$ cat src/rtl/oqkr_pkg.sv
package oqkr_pkg;

  // Defaults and fixed key geometry
  localparam int QUEUE_DEPTH_DEF = 16;
  localparam int KEY_BYTES       = 24;
  localparam int KEY_WORDS       = 3;
  localparam int KEY_W           = 64 * KEY_WORDS;

  // Request codes
  localparam logic [1:0] REQ_ENQUEUE = 2'd0;
  localparam logic [1:0] REQ_REMOVE  = 2'd1;
  localparam logic [1:0] REQ_QUERY   = 2'd2;

  // Status codes
  localparam logic [1:0] ST_DONE      = 2'd0;
  localparam logic [1:0] ST_NOT_FOUND = 2'd1;
  localparam logic [1:0] ST_EMPTY     = 2'd2;
  localparam logic [1:0] ST_FULL      = 2'd3;

  typedef struct packed {
    logic [1:0]  req_type;
    logic [63:0] key_word_lo;
    logic [63:0] key_word_mid;
    logic [63:0] key_word_hi;
  } req_word_t;

  typedef struct packed {
    logic [1:0] status;
    logic [3:0] position_before;
    logic [4:0] entry_count;
  } rsp_word_t;

endpackage

$ cat src/rtl/ordered_queue_keyed_remove.sv
// Enqueue, unused request types, empty-queue and full-queue requests go from S_IDLE straight
// to S_RESP, which loads the result register once it is free. Remove/query scan from the head;
// a removal then copies every entry behind the match down by one to close the gap.
// One word in flight at a time; the single read port of the key memory paces scan and shift.
// Reset (rst_n, synchronous) empties the queue; key memory contents are not cleared.
module ordered_queue_keyed_remove
  import oqkr_pkg::*;
#(
  parameter int QUEUE_DEPTH = QUEUE_DEPTH_DEF
) (
  input  logic      clk,
  input  logic      rst_n,
  input  logic      in_valid,
  output logic      in_ready,
  input  req_word_t in_data,
  output logic      out_valid,
  input  logic      out_ready,
  output rsp_word_t out_data
);

  // Address width of the key memory, count width able to hold the depth itself
  localparam int AW = (QUEUE_DEPTH > 1) ? $clog2(QUEUE_DEPTH) : 1;
  localparam int CW = $clog2(QUEUE_DEPTH + 1);

  typedef enum logic [3:0] {
    S_IDLE  = 4'b0001,
    S_SCAN  = 4'b0010,
    S_SHIFT = 4'b0100,
    S_RESP  = 4'b1000
  } state_t;

  // Control state
  state_t          state_r, state_nxt;
  logic [CW-1:0]   count_r, count_nxt;
  logic [CW-1:0]   idx_r, idx_nxt;          // read index: scan entry or shift source
  logic            tag_v_r, tag_v_nxt;      // read data in rd_data_r is live
  logic            out_valid_r, out_valid_nxt;

  // Payload state
  logic [CW-1:0]   tag_idx_r, tag_idx_nxt;  // entry that rd_data_r came from
  logic [KEY_W-1:0] key_r, key_nxt;
  logic            is_remove_r, is_remove_nxt;
  logic [1:0]      res_status_r, res_status_nxt;
  logic [CW-1:0]   res_pos_r, res_pos_nxt;
  rsp_word_t       out_word_r, out_word_nxt;

  // Key memory, one write and one registered read per cycle
  logic [KEY_W-1:0] key_mem_r [QUEUE_DEPTH];
  logic [KEY_W-1:0] rd_data_r;
  logic             rd_issue;
  logic             wr_en;
  logic [AW-1:0]    wr_addr;
  logic [KEY_W-1:0] wr_data;

  logic [KEY_W-1:0] norm_key;
  logic [KEY_W-1:0] raw_key;
  logic             in_fire;
  logic             key_hit;
  logic [CW-1:0]    tag_next;
  logic [31:0]      pos_ext;
  logic [31:0]      cnt_ext;

  assign in_ready  = (state_r == S_IDLE);
  assign in_fire   = in_valid && in_ready;
  assign out_valid = out_valid_r;
  assign out_data  = out_word_r;

  // Normalise the key: the name ends at its first zero byte or at KEY_BYTES;
  // everything from there on reads as zero.
  assign raw_key = {in_data.key_word_hi, in_data.key_word_mid, in_data.key_word_lo};

  always_comb begin
    logic ended;
    ended    = 1'b0;
    norm_key = '0;
    for (int b = 0; b < KEY_W / 8; b++) begin
      if (b >= KEY_BYTES || raw_key[8*b +: 8] == 8'd0) begin
        ended = 1'b1;
      end
      if (!ended) begin
        norm_key[8*b +: 8] = raw_key[8*b +: 8];
      end
    end
  end

  // In the scan or shift state, issue a read whenever the index still points inside the queue
  assign rd_issue = ((state_r == S_SCAN) || (state_r == S_SHIFT)) && (idx_r < count_r);
  assign key_hit  = (rd_data_r == key_r);
  assign tag_next = CW'(tag_idx_r + CW'(1));

  always_comb begin
    state_nxt      = state_r;
    count_nxt      = count_r;
    idx_nxt        = idx_r;
    tag_v_nxt      = 1'b0;
    tag_idx_nxt    = tag_idx_r;
    key_nxt        = key_r;
    is_remove_nxt  = is_remove_r;
    res_status_nxt = res_status_r;
    res_pos_nxt    = res_pos_r;
    out_word_nxt   = out_word_r;
    out_valid_nxt  = out_valid_r && !out_ready;
    wr_en          = 1'b0;
    wr_addr        = count_r[AW-1:0];
    wr_data        = norm_key;

    case (state_r)
      S_IDLE: begin
        if (in_fire) begin
          key_nxt        = norm_key;
          is_remove_nxt  = (in_data.req_type == REQ_REMOVE);
          res_pos_nxt    = '0;
          res_status_nxt = ST_DONE;
          idx_nxt        = '0;
          state_nxt      = S_RESP;
          case (in_data.req_type)
            REQ_ENQUEUE: begin
              if (count_r == CW'(QUEUE_DEPTH)) begin
                res_status_nxt = ST_FULL;        // drop the key
              end else begin
                wr_en     = 1'b1;                // append at the tail
                count_nxt = CW'(count_r + CW'(1));
              end
            end
            REQ_REMOVE, REQ_QUERY: begin
              if (count_r == '0) begin
                res_status_nxt = ST_EMPTY;
              end else begin
                state_nxt = S_SCAN;
              end
            end
            default: begin
              // unused request type: no change, status done
            end
          endcase
        end
      end

      S_SCAN: begin
        if (rd_issue) begin
          idx_nxt     = CW'(idx_r + CW'(1));
          tag_v_nxt   = 1'b1;
          tag_idx_nxt = idx_r;
        end
        if (tag_v_r) begin
          if (key_hit) begin
            res_status_nxt = ST_DONE;
            tag_v_nxt      = 1'b0;
            if (!is_remove_r) begin
              res_pos_nxt = tag_idx_r;
              state_nxt   = S_RESP;
            end else if (tag_next < count_r) begin
              // close the gap: copy every later entry down by one
              idx_nxt   = tag_next;
              state_nxt = S_SHIFT;
            end else begin
              count_nxt = CW'(count_r - CW'(1));
              state_nxt = S_RESP;
            end
          end else if (tag_next == count_r) begin
            res_status_nxt = ST_NOT_FOUND;
            tag_v_nxt      = 1'b0;
            state_nxt      = S_RESP;
          end
        end
      end

      S_SHIFT: begin
        if (rd_issue) begin
          idx_nxt     = CW'(idx_r + CW'(1));
          tag_v_nxt   = 1'b1;
          tag_idx_nxt = idx_r;
        end
        if (tag_v_r) begin
          wr_en   = 1'b1;
          wr_addr = AW'(tag_idx_r - CW'(1));
          wr_data = rd_data_r;
        end else if (idx_r == count_r) begin
          count_nxt = CW'(count_r - CW'(1));
          state_nxt = S_RESP;
        end
      end

      S_RESP: begin
        // hold until the output register is free
        if (!out_valid_r || out_ready) begin
          out_valid_nxt                = 1'b1;
          out_word_nxt.status          = res_status_r;
          out_word_nxt.position_before = pos_ext[3:0];
          out_word_nxt.entry_count     = cnt_ext[4:0];
          state_nxt                    = S_IDLE;
        end
      end

      default: begin
        state_nxt = S_IDLE;
      end
    endcase
  end

  assign pos_ext = 32'(res_pos_r);
  assign cnt_ext = 32'(count_r);

  always_ff @(posedge clk) begin
    if (!rst_n) begin
      state_r     <= S_IDLE;
      count_r     <= '0;
      idx_r       <= '0;
      tag_v_r     <= 1'b0;
      out_valid_r <= 1'b0;
    end else begin
      state_r     <= state_nxt;
      count_r     <= count_nxt;
      idx_r       <= idx_nxt;
      tag_v_r     <= tag_v_nxt;
      out_valid_r <= out_valid_nxt;
    end
  end

  always_ff @(posedge clk) begin
    tag_idx_r    <= tag_idx_nxt;
    key_r        <= key_nxt;
    is_remove_r  <= is_remove_nxt;
    res_status_r <= res_status_nxt;
    res_pos_r    <= res_pos_nxt;
    out_word_r   <= out_word_nxt;
  end

  always_ff @(posedge clk) begin
    if (wr_en) begin
      key_mem_r[wr_addr] <= wr_data;
    end
  end

  always_ff @(posedge clk) begin
    if (rd_issue) begin
      rd_data_r <= key_mem_r[idx_r[AW-1:0]];
    end
  end

  // Checks
  a_count_in_range: assert property (@(posedge clk) disable iff (!rst_n)
    count_r <= CW'(QUEUE_DEPTH))
    else $error("entry count beyond queue depth");

  a_busy_after_accept: assert property (@(posedge clk) disable iff (!rst_n)
    in_fire |=> !in_ready)
    else $error("accepted a second word while busy");

  a_result_from_resp: assert property (@(posedge clk) disable iff (!rst_n)
    $rose(out_valid_r) |-> $past(state_r == S_RESP))
    else $error("result raised outside the response step");

  a_shift_write_inside: assert property (@(posedge clk) disable iff (!rst_n)
    (wr_en && state_r == S_SHIFT) |-> (CW'(wr_addr) < count_r))
    else $error("shift writes beyond the queue tail");

  a_enqueue_grows: assert property (@(posedge clk) disable iff (!rst_n)
    (in_fire && in_data.req_type == REQ_ENQUEUE && count_r != CW'(QUEUE_DEPTH))
    |=> (count_r == CW'($past(count_r) + CW'(1))))
    else $error("enqueue did not advance the count");

endmodule
$ cat config.mk
export PLATFORM = sky130hd
export DESIGN_NAME = ordered_queue_keyed_remove
export DESIGN_NICKNAME = d
export VERILOG_FILES = /design/src/rtl/oqkr_pkg.sv /design/src/rtl/ordered_queue_keyed_remove.sv
export SDC_FILE = /design/constraint.sdc
export NUM_CORES = 2
export LEC_CHECK = 0
export ABC_AREA = 1
export BUFFER_PORTS_ARGS = -buffer_cell sky130_fd_sc_hd__buf_2
export CAP_MARGIN = 20
export CORE_UTILIZATION = 55
export CTS_BUF_LIST = sky130_fd_sc_hd__clkbuf_8
export CTS_CLUSTER_SIZE = 8
export DETAILED_ROUTE_END_ITERATION = 12
export GPL_ROUTABILITY_DRIVEN = 0
export PLACE_DENSITY = 0.76
export RECOVER_POWER = 25
export SLEW_MARGIN = 30
export SYNTH_ARGS = -nofsm -noshare
export SYNTH_HDL_FRONTEND = slang
export SYNTH_SLANG_ARGS = --single-unit
export TNS_END_PERCENT = 1
$ cat constraint.sdc
create_clock -name clk -period 15.5 [get_ports clk]
set_input_delay 3.1 -clock clk [delete_from_list [all_inputs] [get_ports clk]]
set_output_delay 3.1 -clock clk [all_outputs]
set_load 0.05 [all_outputs]
==> summary.md <==
| Metric | Value |
|---|---|
| Status | `finished, violations left` |
| Failing checks | `max-capacitance violations, max-slew violations` |
| DR pass1 iterations | `8` |
| CTS sink cnt | `3495` |
| DRT Wirelength | `355 mm` |
| Netlist cell types | `39` |
| Hold WC Path Type | `reg -> reg` |
| I/O pins | `211` |
| Post-synthesis sequential area ratio | `0.758` |
| Gr usage total | `0.275` |
| Clk slew on worst S/H paths | `0.06 ns` |
| Clock Latency Late Sink | `1.08 ns` |
| Die area | `253000 um2` |
| Vias in the first global route | `87.9k` |
| # DRC | `0` |
| Crit. End Element | `register` |
| Fin util | `0.611` |
| Kind of critical path | `in -> reg` |
| Final Skew | `0.0593 ns` |
| Overflow after GRT | `0` |
| Top cells by area, synth | `edfxtp_1, nor2_1, o32ai_1, nand2_1, o21ai_0` |
| Synth Instances | `10.5k` |
| Post-DP HPWL | `175 mm` |
| First-pass GRT wire length | `524 mm` |
| Port bufs | `210` |
| Fin Hold WS | `0.416 ns` |
| # hold bufs at CTS | `0` |
| Num rows | `183` |
| Commonest non-fill, non-tap cell in the layout | `edfxtp_1` |
| Most frequent cells in the layout | `edfxtp_1, nor2_1, nand2_1` |
| Vias per cell | `6.21` |
| Switching power | `0.00636 W` |
| Design Area, Final | `152000 um2` |
| Area Overhead vs Synth | `10.2%` |
| Cts repair resizes | `0` |
| CP required | `16.10 ns` |
| Fmax | `87.5 MHz` |
| Slowest CP cell | `clkbuf_1` |
| Antenna violations before repair | `18` |
| Max VDD drop | `125 uV` |
| Largest net degree at the start of global routing | `229` |
| Final worst path period need | `11.42 ns` |
| Pwr Total | `0.0221 W` |
| Drt wl/cell | `24.7 um` |
| Crit path capture | `key_r[87]` |
| Initial DRC Count | `11.6k` |
| Final setup TNS | `0 ns` |
| CTS Buffer Depth | `4` |
| Worst-Margin Slew | `9.16 ns` |
| Most frequent cell on the critical path | `clkbuf_1` |
| Area of the core | `249000 um2` |
| Die H | `503 um` |
| Share of layout cells above drive strength 1 | `0.0982` |
| Part of the cycle the worst path needs | `0.737` |
| Setup violations, final | `0` |
| Warnings from Yosys | `0` |
| Routed via count | `89.4k` |
| Layout net count | `11.0k` |
| Clk root buf | `clkbuf_8` |
| Max Cap Viol | `22` |
| CTS Buf Count | `566` |
| Leak | `50.9 nW` |
| H-tree depth | `6` |
| Worst Path Max Fanout | `111` |
| Share of the synthesized area in the top cell type | `0.756` |
| Startpoint Class | `input port` |
| Final Hold Viols | `0` |
| Initial Util | `0.555` |
| Comb power frac | `0.182` |
| RSZ-0062 raised after global routing | `no` |
| Cell Area, Synth | `138000 um2` |
| Die X | `503 um` |
| Mean Syn Cell Area | `13.2 um2` |
| Area post-placement | `143000 um2` |
| Net Count, Synth | `10.7k` |
| Synth area leader | `edfxtp_1` |
| Clock power frac | `0.313` |
| Max stage delay on crit path | `6.29 ns` |
| Cells along the critical path | `buf_2, inv_1, nor2_4, clkbuf_1, clkbuf_1` |
| Number of setup buffers added after CTS | `0` |
| Reg2reg setup slack | `4.50 ns` |
| R2R cell count | `14` |
| Max-slew violation count | `975` |
| Pwr per Cell Area | `145 nW/um2` |
| Internal | `0.0157 W` |
| Worst R2R Start | `state_r[0]` |
| Slew HR | `-5.10` |
| Critical path launch point | `in_valid` |
| R2R Path End | `key_mem_r[14][19]` |
| Antenna-violating nets left | `0` |
| Sequential Power Share | `0.505` |
| Worst EP arrival | `12.02 ns` |
| Switching share of total power | `0.288` |
| TritonCTS clock tree | `yes` |
| Yosys reg bits | `3495` |
-- synth_stat cells, drive strengths merged --
cell type	count
and3	1
o21a	3
edfxtp	3479
a31oi	3
a211oi	1
o2111a	1
dfxtp	16
nor4	45
nor2	2561
nand4	240
ha	19
or2	27
o21ai	814
clkbuf	612
nand2	1171
o31ai	1
o32ai	768
nor3b	1
inv	271
o221ai	1
buf	42
xor2	16
a2111oi	3
xnor2	156
o21bai	2
a21oi	136
mux2i	1
o211ai	4
nor3	22
nand3	56
clkinv	4
fa	1
-- layout make-up --
| class | count | area [um2] |
|---|---|---|
| Inverter | 275 | 1050 |
| Fill cell | 18142 | 96800 |
| Multi-Input combinational cell | 6054 | 30400 |
| Clock inverter | 288 | 1240 |
| Antenna cell | 9 | 22.5 |
| Timing Repair Buffer | 363 | 2570 |
| Clock buffer | 589 | 8110 |
| Tap cell | 3330 | 4170 |
| Sequential cell | 3495 | 105000 |
-- power by group through the flow --
| stage | Sequential [W] | Clock, W | Combinational, W |
|---|---|---|---|
| 2_1_floorplan | 0.0113 | 0 | 0.00273 |
| 3_3_place_gp | 0.0113 | 0 | 0.00373 |
| 3_5_place_dp | 0.0113 | 0 | 0.00390 |
| 4_1_cts | 0.0111 | 0.00698 | 0.00392 |
| 5_1_grt | 0.0112 | 0.00737 | 0.00433 |
| 6_report | 0.0111 | 0.00691 | 0.00401 |
-- state kept, by name, indices dropped and copies added (netlist names) --
| register | flops |
|---|---|
| key_mem_r | 3072 |
| key_r | 192 |
| rd_data_r | 192 |
| out_data | 11 |
| count_r | 5 |
| idx_r | 5 |
| tag_idx_r | 5 |
| res_pos_r | 4 |
| state_r | 4 |
| res_status_r | 2 |
| is_remove_r | 1 |
| out_valid | 1 |
| tag_v_r | 1 |
-- cell families after synthesis --
logic type	after synthesis	share of synthesized area
AND/OR/NAND/NOR	4124	0.119
flip-flops	3495	0.758
AO/OA/AOI/OAI	1737	0.0842
buffers and inverters	929	0.0253
XOR/XNOR	172	0.0109
adder cells (fa/ha/maj)	20	0.00187
multiplexers	1	0.0000724
-- through the flow --
stage | worst slack (ns) | instances
2_1_floorplan | 2.85 | 10478
3_3_place_gp | 6.84 | 13502
3_5_place_dp | 6.70 | 13510
4_1_cts | 7.84 | 14387
5_1_grt | 3.98 | 14401
6_report | 4.08 | 14403
-- worst max-delay path: cells and delay by family --
kind	cells	cell delay, ns
buf+inv	4	8.57
simple gates	1	0.10
-- routing by layer --
metal | up-vias | part of all wire | track usage
li1 | 38975 | - | -
met1 | 43889 | 0.37 | 0.364
met2 | 5627 | 0.48 | 0.448
met3 | 896 | 0.11 | 0.0515
met4 | 2 | 0.038 | 0.119
met5 | - | 0.000023 | 0
-- worst min path at each step --
| stage | from | endpoint | cells past startpoint |
|---|---|---|---|
| after floorplan | res_status_r[1] | out_data[10] | 0 |
| after global routing | res_pos_r[2] | out_data[7] | 0 |
| after global placement | res_status_r[1] | out_data[10] | 0 |
| after CTS | res_status_r[1] | out_data[10] | 0 |
| final | res_status_r[1] | out_data[10] | 0 |
| after detailed placement | res_pos_r[2] | out_data[7] | 0 |
Power figures use the tool's default switching activity.
